--- config.mk ---
export PLATFORM = sky130hd
export DESIGN_NAME = json_string_unescape_utf8_flat
export DESIGN_NICKNAME = d
export VERILOG_FILES = /design/src/design/jsu_pkg.sv /design/src/design/jsu_channels.sv /design/src/design/jsu_front.sv /design/src/design/jsu_queue.sv /design/src/design/jsu_back.sv /design/src/design/json_string_unescape_utf8.sv /design/src/flat_wrapper.sv
export SDC_FILE = /design/constraint.sdc
export NUM_CORES = 1
export LEC_CHECK = 0
export BUFFER_PORTS_ARGS = -buffer_cell sky130_fd_sc_hd__buf_2
export CAP_MARGIN = 20
export CORE_ASPECT_RATIO = 1.2
export CORE_MARGIN = 2
export CORE_UTILIZATION = 45
export CTS_CLUSTER_DIAMETER = 50
export DETAILED_ROUTE_END_ITERATION = 12
export MAX_ROUTING_LAYER = met4
export PLACE_DENSITY = 0.71
export SLEW_MARGIN = 20
export SYNTH_ARGS = -nofsm -noshare
export SYNTH_HDL_FRONTEND = slang
export SYNTH_SLANG_ARGS = --single-unit
--- constraint.sdc ---
create_clock -name clock -period 4.7 [get_ports clock]
set_input_delay 0.235 -clock clock [delete_from_list [all_inputs] [get_ports clock]]
set_output_delay 0.235 -clock clock [all_outputs]
set_load 0.01 [all_outputs]
--- src/design/jsu_pkg.sv ---
// Shared types and constants of the JSON string unescaper.
package jsu_pkg;

   typedef enum logic [2:0] {
      PH_IDLE    = 3'd0,
      PH_BODY    = 3'd1,
      PH_ESC     = 3'd2,
      PH_HEX     = 3'd3,
      PH_PAIR_BS = 3'd4,
      PH_PAIR_U  = 3'd5
   } phase_type;

   typedef enum logic [1:0] {
      KIND_DATA  = 2'd0,
      KIND_CLOSE = 2'd1,
      KIND_ERROR = 2'd2
   } kind_type;

   typedef enum logic [3:0] {
      ERR_NONE       = 4'd0,
      ERR_NO_QUOTE   = 4'd1,
      ERR_UNTERM     = 4'd2,
      ERR_OPEN_ESC   = 4'd3,
      ERR_BAD_ESC    = 4'd4,
      ERR_SHORT_HEX  = 4'd5,
      ERR_BAD_HEX    = 4'd6,
      ERR_LONE_HIGH  = 4'd7,
      ERR_BAD_LOW    = 4'd8
   } err_type;

   localparam int MAX_DATA = 4;

   typedef struct packed {
      logic [2:0]                 data_cnt;
      logic [MAX_DATA-1:0][7:0]   data;
      logic                       has_tail;
      kind_type                   tail_kind;
      err_type                    tail_code;
   } job_type;

endpackage

--- src/design/jsu_channels.sv ---
// Valid/ready channel interfaces for request bytes and decoded results.
interface jsu_req_if;
   import jsu_pkg::*;
   logic       valid;
   logic       ready;
   logic [7:0] in_byte;
   logic       input_end;
   modport source (output valid, output in_byte, output input_end, input ready);
   modport sink   (input valid, input in_byte, input input_end, output ready);
endinterface

interface jsu_rsp_if;
   import jsu_pkg::*;
   logic       valid;
   logic       ready;
   logic [1:0] out_kind;
   logic [7:0] out_byte;
   logic [3:0] error_code;
   logic       last_of_run;
   modport source (output valid, output out_kind, output out_byte, output error_code,
                   output last_of_run, input ready);
   modport sink   (input valid, input out_kind, input out_byte, input error_code,
                   input last_of_run, output ready);
endinterface

--- src/design/jsu_front.sv ---
// Front end: parses one byte per transaction and builds a result job.
module jsu_front (
   input  logic             clock,
   input  logic             reset,
   input  logic             accept,
   input  logic [7:0]       in_byte,
   input  logic             input_end,
   output logic             push,
   output jsu_pkg::job_type job
);
   import jsu_pkg::*;

   localparam logic [7:0] CH_QUOTE = 8'h22;
   localparam logic [7:0] CH_BSL   = 8'h5C;
   localparam logic [7:0] CH_U     = 8'h75;

   phase_type   phase_ff, phase_in;
   logic [1:0]  digit_count_ff, digit_count_in;
   logic [15:0] hex_value_ff, hex_value_in;
   logic [9:0]  high_saved_ff, high_saved_in;
   logic        second_half_ff, second_half_in;
   logic        hex_bad_ff, hex_bad_in;

   function automatic logic [4:0] hex_digit(input logic [7:0] c);
      logic [4:0] r;
      r = 5'd16;
      if (c >= 8'h30 && c <= 8'h39) r = {1'b0, 4'(c - 8'h30)};
      else if (c >= 8'h61 && c <= 8'h66) r = {1'b0, 4'(c - 8'h57)};
      else if (c >= 8'h41 && c <= 8'h46) r = {1'b0, 4'(c - 8'h37)};
      return r;
   endfunction

   function automatic logic [8:0] simple_escape(input logic [7:0] c);
      logic [8:0] r;
      case (c)
         8'h22:   r = 9'h022;
         8'h5C:   r = 9'h05C;
         8'h2F:   r = 9'h02F;
         8'h62:   r = 9'h008;
         8'h66:   r = 9'h00C;
         8'h6E:   r = 9'h00A;
         8'h72:   r = 9'h00D;
         8'h74:   r = 9'h009;
         default: r = 9'h100;
      endcase
      return r;
   endfunction

   function automatic job_type utf8_job(input logic [20:0] cp);
      job_type j;
      j = '0;
      if (cp[20:7] == '0) begin
         j.data_cnt = 3'd1;
         j.data[0]  = cp[7:0];
      end else if (cp[20:11] == '0) begin
         j.data_cnt = 3'd2;
         j.data[0]  = {3'b110, cp[10:6]};
         j.data[1]  = {2'b10, cp[5:0]};
      end else if (cp[20:16] == '0) begin
         j.data_cnt = 3'd3;
         j.data[0]  = {4'b1110, cp[15:12]};
         j.data[1]  = {2'b10, cp[11:6]};
         j.data[2]  = {2'b10, cp[5:0]};
      end else begin
         j.data_cnt = 3'd4;
         j.data[0]  = {5'b11110, cp[20:18]};
         j.data[1]  = {2'b10, cp[17:12]};
         j.data[2]  = {2'b10, cp[11:6]};
         j.data[3]  = {2'b10, cp[5:0]};
      end
      return j;
   endfunction

   always_comb begin
      logic [4:0]  d;
      logic [15:0] v;
      logic        bad;
      logic        err;
      err_type     code;
      logic [8:0]  e;

      phase_in       = phase_ff;
      digit_count_in = digit_count_ff;
      hex_value_in   = hex_value_ff;
      high_saved_in  = high_saved_ff;
      second_half_in = second_half_ff;
      hex_bad_in     = hex_bad_ff;
      job            = '0;
      err            = 1'b0;
      code           = ERR_NONE;
      d              = hex_digit(in_byte);
      bad            = hex_bad_ff | d[4];
      v              = {hex_value_ff[11:0], (d[4] ? 4'd0 : d[3:0])};
      e              = simple_escape(in_byte);

      case (phase_ff)
         PH_IDLE: begin
            if (in_byte == CH_QUOTE) begin
               phase_in = PH_BODY;
               if (input_end) begin
                  err = 1'b1;
                  code = ERR_UNTERM;
               end
            end else if (in_byte == 8'h20 || in_byte == 8'h09 ||
                         in_byte == 8'h0A || in_byte == 8'h0D) begin
               if (input_end) begin
                  err = 1'b1;
                  code = ERR_NO_QUOTE;
               end
            end else begin
               err = 1'b1;
               code = ERR_NO_QUOTE;
            end
         end
         PH_BODY: begin
            if (in_byte == CH_QUOTE) begin
               job.has_tail  = 1'b1;
               job.tail_kind = KIND_CLOSE;
               phase_in = PH_IDLE;
            end else if (in_byte == CH_BSL) begin
               if (input_end) begin
                  err = 1'b1;
                  code = ERR_OPEN_ESC;
               end else begin
                  phase_in = PH_ESC;
               end
            end else begin
               job.data_cnt = 3'd1;
               job.data[0]  = in_byte;
               if (input_end) begin
                  err = 1'b1;
                  code = ERR_UNTERM;
               end
            end
         end
         PH_ESC: begin
            if (in_byte == CH_U) begin
               if (input_end) begin
                  err = 1'b1;
                  code = ERR_SHORT_HEX;
               end else begin
                  phase_in       = PH_HEX;
                  digit_count_in = 2'd0;
                  hex_value_in   = '0;
                  hex_bad_in     = 1'b0;
                  second_half_in = 1'b0;
               end
            end else if (e[8]) begin
               err = 1'b1;
               code = ERR_BAD_ESC;
            end else begin
               phase_in     = PH_BODY;
               job.data_cnt = 3'd1;
               job.data[0]  = e[7:0];
               if (input_end) begin
                  err = 1'b1;
                  code = ERR_UNTERM;
               end
            end
         end
         PH_HEX: begin
            hex_bad_in   = bad;
            hex_value_in = v;
            if (digit_count_ff != 2'd3) begin
               if (input_end) begin
                  err = 1'b1;
                  code = ERR_SHORT_HEX;
               end else begin
                  digit_count_in = digit_count_ff + 2'd1;
               end
            end else begin
               digit_count_in = 2'd0;
               if (bad) begin
                  err = 1'b1;
                  code = ERR_BAD_HEX;
               end else if (second_half_ff) begin
                  if (v[15:10] != 6'b110111) begin
                     err = 1'b1;
                     code = ERR_BAD_LOW;
                  end else begin
                     job = utf8_job(21'h10000 + {1'b0, high_saved_ff, v[9:0]});
                     second_half_in = 1'b0;
                     high_saved_in  = '0;
                     hex_value_in   = '0;
                     phase_in       = PH_BODY;
                     if (input_end) begin
                        err = 1'b1;
                        code = ERR_UNTERM;
                     end
                  end
               end else if (v[15:10] == 6'b110110) begin
                  if (input_end) begin
                     err = 1'b1;
                     code = ERR_LONE_HIGH;
                  end else begin
                     high_saved_in = v[9:0];
                     hex_value_in  = '0;
                     phase_in      = PH_PAIR_BS;
                  end
               end else begin
                  job = utf8_job({5'd0, v});
                  hex_value_in = '0;
                  phase_in     = PH_BODY;
                  if (input_end) begin
                     err = 1'b1;
                     code = ERR_UNTERM;
                  end
               end
            end
         end
         PH_PAIR_BS: begin
            if (in_byte != CH_BSL || input_end) begin
               err = 1'b1;
               code = ERR_LONE_HIGH;
            end else begin
               phase_in = PH_PAIR_U;
            end
         end
         PH_PAIR_U: begin
            if (in_byte != CH_U) begin
               err = 1'b1;
               code = ERR_LONE_HIGH;
            end else if (input_end) begin
               err = 1'b1;
               code = ERR_SHORT_HEX;
            end else begin
               phase_in       = PH_HEX;
               digit_count_in = 2'd0;
               hex_value_in   = '0;
               hex_bad_in     = 1'b0;
               second_half_in = 1'b1;
            end
         end
         default: begin
            phase_in = PH_IDLE;
         end
      endcase

      if (err) begin
         job.has_tail   = 1'b1;
         job.tail_kind  = KIND_ERROR;
         job.tail_code  = code;
      end
      if (err || phase_in == PH_IDLE) begin
         phase_in       = PH_IDLE;
         digit_count_in = '0;
         hex_value_in   = '0;
         high_saved_in  = '0;
         second_half_in = 1'b0;
         hex_bad_in     = 1'b0;
      end
      push = accept && (job.has_tail || job.data_cnt != 3'd0);
   end

   always_ff @(posedge clock) begin
      if (reset) begin
         phase_ff       <= PH_IDLE;
         digit_count_ff <= '0;
         hex_value_ff   <= '0;
         high_saved_ff  <= '0;
         second_half_ff <= 1'b0;
         hex_bad_ff     <= 1'b0;
      end else if (accept) begin
         phase_ff       <= phase_in;
         digit_count_ff <= digit_count_in;
         hex_value_ff   <= hex_value_in;
         high_saved_ff  <= high_saved_in;
         second_half_ff <= second_half_in;
         hex_bad_ff     <= hex_bad_in;
      end
   end

endmodule

--- src/design/jsu_queue.sv ---
// Two-entry job queue between the parser and the result serializer.
module jsu_queue (
   input  logic             clock,
   input  logic             reset,
   input  logic             push,
   input  jsu_pkg::job_type push_job,
   output logic             full,
   input  logic             pop,
   output logic             not_empty,
   output jsu_pkg::job_type head
);
   import jsu_pkg::*;

   job_type    entry_ff [2];
   logic       wr_ptr_ff, rd_ptr_ff;
   logic [1:0] count_ff, count_in;
   logic       do_push, do_pop;

   assign full      = (count_ff == 2'd2);
   assign not_empty = (count_ff != 2'd0);
   assign head      = entry_ff[rd_ptr_ff];
   assign do_push   = push && !full;
   assign do_pop    = pop && not_empty;

   always_comb begin
      count_in = count_ff;
      if (do_push && !do_pop) count_in = count_ff + 2'd1;
      else if (do_pop && !do_push) count_in = count_ff - 2'd1;
   end

   always_ff @(posedge clock) begin
      if (reset) begin
         wr_ptr_ff <= 1'b0;
         rd_ptr_ff <= 1'b0;
         count_ff  <= '0;
      end else begin
         if (do_push) wr_ptr_ff <= ~wr_ptr_ff;
         if (do_pop) rd_ptr_ff <= ~rd_ptr_ff;
         count_ff <= count_in;
      end
   end

   always_ff @(posedge clock) begin
      if (do_push) entry_ff[wr_ptr_ff] <= push_job;
   end

endmodule

--- src/design/jsu_back.sv ---
// Back end: emits the results of the head job one per transaction.
module jsu_back (
   input  logic             clock,
   input  logic             reset,
   input  logic             job_valid,
   input  jsu_pkg::job_type job,
   output logic             pop,
   output logic             rsp_valid,
   input  logic             rsp_ready,
   output logic [1:0]       out_kind,
   output logic [7:0]       out_byte,
   output logic [3:0]       error_code,
   output logic             last_of_run
);
   import jsu_pkg::*;

   logic [2:0] sub_ff, sub_in;
   logic [2:0] total;
   logic       fire;

   assign total     = job.data_cnt + {2'd0, job.has_tail};
   assign rsp_valid = job_valid;
   assign fire      = rsp_valid && rsp_ready;
   assign last_of_run = (sub_ff == total - 3'd1);
   assign pop       = fire && last_of_run;

   always_comb begin
      if (sub_ff < job.data_cnt) begin
         out_kind   = KIND_DATA;
         out_byte   = job.data[sub_ff[1:0]];
         error_code = ERR_NONE;
      end else begin
         out_kind   = job.tail_kind;
         out_byte   = 8'd0;
         error_code = job.tail_code;
      end
      sub_in = sub_ff;
      if (fire) sub_in = last_of_run ? 3'd0 : sub_ff + 3'd1;
   end

   always_ff @(posedge clock) begin
      if (reset) sub_ff <= '0;
      else sub_ff <= sub_in;
   end

endmodule

--- src/design/json_string_unescape_utf8.sv ---
// Top level of the JSON string unescaper with UTF-8 output.
//
//   channel  dir  payload                                       handshake
//   req_ch   in   in_byte[8], input_end                         valid/ready
//   rsp_ch   out  out_kind[2], out_byte[8], error_code[4], last valid/ready
//
// One input byte is taken per cycle while the two-entry job queue has room.
// Each byte yields zero to five results; the serializer drains one result per
// cycle while rsp_ch is ready, and a job leaves the queue with its last result.
// Reset is synchronous: parser returns to idle, queue and serializer empty.
// A stalled rsp_ch holds its result; req_ch stalls only when the queue is full.
module json_string_unescape_utf8 (
   input  logic      clock,
   input  logic      reset,
   jsu_req_if.sink   req_ch,
   jsu_rsp_if.source rsp_ch
);
   import jsu_pkg::*;

   logic    accept;
   logic    push;
   job_type push_job;
   logic    full;
   logic    pop;
   logic    not_empty;
   job_type head;

   assign req_ch.ready = !full;
   assign accept       = req_ch.valid && !full;

   jsu_front u_front (
      .clock     (clock),
      .reset     (reset),
      .accept    (accept),
      .in_byte   (req_ch.in_byte),
      .input_end (req_ch.input_end),
      .push      (push),
      .job       (push_job)
   );

   jsu_queue u_queue (
      .clock     (clock),
      .reset     (reset),
      .push      (push),
      .push_job  (push_job),
      .full      (full),
      .pop       (pop),
      .not_empty (not_empty),
      .head      (head)
   );

   jsu_back u_back (
      .clock       (clock),
      .reset       (reset),
      .job_valid   (not_empty),
      .job         (head),
      .pop         (pop),
      .rsp_valid   (rsp_ch.valid),
      .rsp_ready   (rsp_ch.ready),
      .out_kind    (rsp_ch.out_kind),
      .out_byte    (rsp_ch.out_byte),
      .error_code  (rsp_ch.error_code),
      .last_of_run (rsp_ch.last_of_run)
   );

endmodule

--- src/flat_wrapper.sv ---
// flat-port wrapper written by rule: the top's interface ports become plain ports
module json_string_unescape_utf8_flat import jsu_pkg::*;
  (clock, reset, req_ch_valid, req_ch_in_byte, req_ch_input_end, req_ch_ready, rsp_ch_valid, rsp_ch_out_kind, rsp_ch_out_byte, rsp_ch_error_code, rsp_ch_last_of_run, rsp_ch_ready);
  jsu_req_if req_ch_i ();
  jsu_rsp_if rsp_ch_i ();
  input  logic clock;
  input  logic reset;
  input wire logic [$bits(req_ch_i.valid)-1:0] req_ch_valid;
  input wire logic [$bits(req_ch_i.in_byte)-1:0] req_ch_in_byte;
  input wire logic [$bits(req_ch_i.input_end)-1:0] req_ch_input_end;
  output wire logic [$bits(req_ch_i.ready)-1:0] req_ch_ready;
  output wire logic [$bits(rsp_ch_i.valid)-1:0] rsp_ch_valid;
  output wire logic [$bits(rsp_ch_i.out_kind)-1:0] rsp_ch_out_kind;
  output wire logic [$bits(rsp_ch_i.out_byte)-1:0] rsp_ch_out_byte;
  output wire logic [$bits(rsp_ch_i.error_code)-1:0] rsp_ch_error_code;
  output wire logic [$bits(rsp_ch_i.last_of_run)-1:0] rsp_ch_last_of_run;
  input wire logic [$bits(rsp_ch_i.ready)-1:0] rsp_ch_ready;
  assign req_ch_i.valid = req_ch_valid;
  assign req_ch_i.in_byte = req_ch_in_byte;
  assign req_ch_i.input_end = req_ch_input_end;
  assign req_ch_ready = req_ch_i.ready;
  assign rsp_ch_valid = rsp_ch_i.valid;
  assign rsp_ch_out_kind = rsp_ch_i.out_kind;
  assign rsp_ch_out_byte = rsp_ch_i.out_byte;
  assign rsp_ch_error_code = rsp_ch_i.error_code;
  assign rsp_ch_last_of_run = rsp_ch_i.last_of_run;
  assign rsp_ch_i.ready = rsp_ch_ready;
  json_string_unescape_utf8 u_core (.clock(clock), .reset(reset), .req_ch(req_ch_i), .rsp_ch(rsp_ch_i));
endmodule
==> results by group <==
Worst setup path
  – CP required: 5.04 ns
  – Setup crit end kind: register
  – WS Path Type: reg2reg
  – Startpoint Class: register
  – Maximum fanout along the worst path: 12
  – Worst path arrival time: 4.22 ns

Synthesis
  – Syn_area_per_cell: 10.01 µm²
  – Post-synth top cells: 84 x nand2_1, 76 x edfxtp_1, 67 x nor2_1, 37 x a21oi_1, 37 x dfxtp_1
  – Unique masters post-synth: 83
  – Seq/Total Area, Yosys: 0.4620
  – Area leader, netlist: edfxtp_1
  – Post-synthesis cell area: 0.006544 mm²
  – Synth Flop Type: edfxtp_1
  – Count leader, synth: nand2_1
  – Warning count from the yosys run: 0
  – Async S/R FF share, synth: 0
  – Synthesized Nets: 679
  – Synth Instances: 654
  – Yosys top cell area share: 0.3488
  – Synth Register Bits: 113
  – Synth area leaders: edfxtp_1 35%, dfxtp_1 11%, mux2i_1 4.9%
  – EDFF count, synth: 76

Clock network
  – H-tree levels: 4
  – Hold Buf Count CTS: 0
  – Post-cts repair resize count: 0
  – Inserted Clock Buffers: 17
  – CTS Buffer Depth: 2
  – CTS tree: built
  – Setup Buffers After CTS: 0
  – CTS root buf: clkbuf_16
  – Clock Latency Late Sink: 0.41 ns
  – Worst-path clk slew: 0.05 ns
  – Num Clock Sinks: 113

STA
  – WHS: 0.1741 ns
  – Fin crit share: 0.8271
  – Setup-failing EPs final: 0
  – Tmin final: 3.887 ns
  – Max-slew violation count: 0
  – Total Neg Setup Slack: 0 ns
  – RSZ-0062 raised after global routing: no
  – Fmax: 257.2 MHz
  – Rel. slew slack: 0.3742
  – Clk_skew: 0.01172 ns
  – Least-Margin Pin Slew: 0.9374 ns
  – Worst setup margin: 0.8125 ns
  – Final hold violation count: 0

Floorplanning
  – Die width: 114.1 µm
  – # rows: 48
  – Total die area: 0.01553 mm²
  – Core Box Area: 0.01429 mm²
  – Initial Util: 0.4578
  – I/O Pins: 30
  – Die Y: 136.1 µm

Detailed routing
  – Drt total wl: 18,120 µm
  – DR vias: 5,411
  – Via density per instance: 6.307
  – Post-route antenna net violation count: 0
  – # DRC: 0
  – Average routed wire per standard cell: 21.12 µm
  – First drt pass iteration count: 6
  – Iter 0 DRT Violations: 743

GRT
  – First-pass GRT wire length: 28,480 µm
  – Largest net degree at the start of global routing: 39
  – Initial antenna violation count: 0
  – Number of global-route vias before repair: 5,297
  – GRT Resource Usage Total: 0.2477
  – Overflow after GRT: 0

Power
  – Worst vdd ir: 0.0002335 V
  – Power per cell area: 418.4 mW/mm²
  – P_leak: 2.586 nW

Placed design
  – GPL Wtd Cong: 0.9437
  – HPWL after DPL: 13,120 µm
  – I/O Buffers: 29
  – Place WS: 0.8779 ns

Final layout
  – Area growth syn-to-layout: 13.21%
  – Diodes inserted: 0
  – Fillers: 1,269
  – Finished Core Util: 0.5183
  – Layout cell share with drive strength beyond 1: 0.1611
  – Nets: 695

Run
  – MaxCap Viol Count: 0

Status
  – Status: finished clean

Worst hold path
  – Worst min path class: in2reg
-- cell type report --
class | count | area (µm²) | share of cell area
flip-flops and latches | 113 | 3023 | 0.4080
inverters | 14 | 52.55 | 0.007093
clock inverters | 8 | 73.82 | 0.009965
well taps | 175 | 219.0 | 0.02956
multi-input cells | 489 | 3323 | 0.4486
repair buffers | 35 | 202.7 | 0.02736
clock buffers | 24 | 514.2 | 0.06941
-- path summary, 6_finish.rpt --
check | from | to | slack (ns) | cells past startpoint
max reg2reg | u_core.u_front.high_saved_ff[6] | u_core.u_queue.count_ff[1] | 0.81 | 14
min reg2reg | u_core.u_front.digit_count_ff[0] | u_core.u_front.digit_count_ff[0] | 0.50 | 1
max | u_core.u_front.high_saved_ff[6] | u_core.u_queue.count_ff[1] | 0.81 | 14
min | rsp_ch_ready | u_core.u_back.sub_ff[2] | 0.17 | 4
-- sequential cells by signal, summed over array words and instances, names as in the netlist, named ones only --
signal,flops
u_core.u_back.sub_ff,3
u_core.u_front.high_saved_ff,10
u_core.u_queue.entry_ff,76
u_core.u_front.phase_ff,3
u_core.u_queue.count_ff,2
u_core.u_front.second_half_ff,1
u_core.u_queue.wr_ptr_ff,1
u_core.u_front.digit_count_ff,2
u_core.u_queue.rd_ptr_ff,1
u_core.u_front.hex_bad_ff,1
u_core.u_front.hex_value_ff,12
-- cells by family after synthesis --
logic type,share of synthesized area
and+or+nand+nor,0.1916
AOI/OAI and AO/OA,0.1790
DFF,0.4620
buffers and inverters,0.03270
muxes,0.09713
adders and majority gates,0.02294
xor gates and xnor gates,0.01472
-- worst max-delay path, cell delays in order, from the launching register on --
cell and delay (ns):
dfxtp_1 0.43, ha_1 0.28, or4b_1 0.48, nor4_2 0.28
and3_1 0.21, buf_4 0.17, a21oi_1 0.18, nor2_1 0.19
a311oi_2 0.09, nor2_2 0.25, inv_2 0.06, o31a_1 0.30
ha_1 0.35, or3_1 0.39, a21oi_1 0.16
-- layer usage --
metal  share of wire  vias up  global-route usage
li1                -     2497                   -
met1            0.43     2643              0.3088
met2            0.49      214              0.3991
met3           0.047       57             0.03968
met4           0.036        0              0.1098
met5               0        -                   -
-- cell usage in the layout (no fill, tap or decap), types with 4 or more instances in the layout --
cell,Yosys,final
nand4_1,7,7
nor3_1,10,10
or3_1,5,5
nor2b_1,9,8
nand3_1,12,12
o221ai_1,9,9
o211ai_1,6,6
nor4_1,5,5
and3_1,6,6
ha_1,12,12
clkbuf_16,0,19
buf_4,0,5
edfxtp_1,76,76
inv_1,11,11
and2_1,10,10
a21oi_1,37,37
nor2_1,67,67
o21ai_0,36,36
o21a_1,4,4
buf_2,9,29
o21ai_1,5,5
xor2_1,5,5
a22oi_1,9,9
xnor2_1,6,6
mux4_2,13,13
dfxtp_1,37,37
a31oi_1,11,11
nand2b_1,9,9
a21o_1,4,4
nand2_1,84,84
mux2i_1,32,32
-- stage by stage --
step	cells	area, µm²	total power [mW]
after global routing	858	7408	3.223
after global placement	826	6812	1.846
after CTS	858	7400	3.117
final	858	7408	3.100
after detailed placement	826	6812	1.870
after floorplan	654	6544	1.674
-- report_power, final --
part	switching (mW)	internal (mW)
logic	0.327	0.249
registers	0.0770	1.20
clock network	0.435	0.815
total	0.839	2.26
Note: power is estimated with default switching activity, not from simulation.
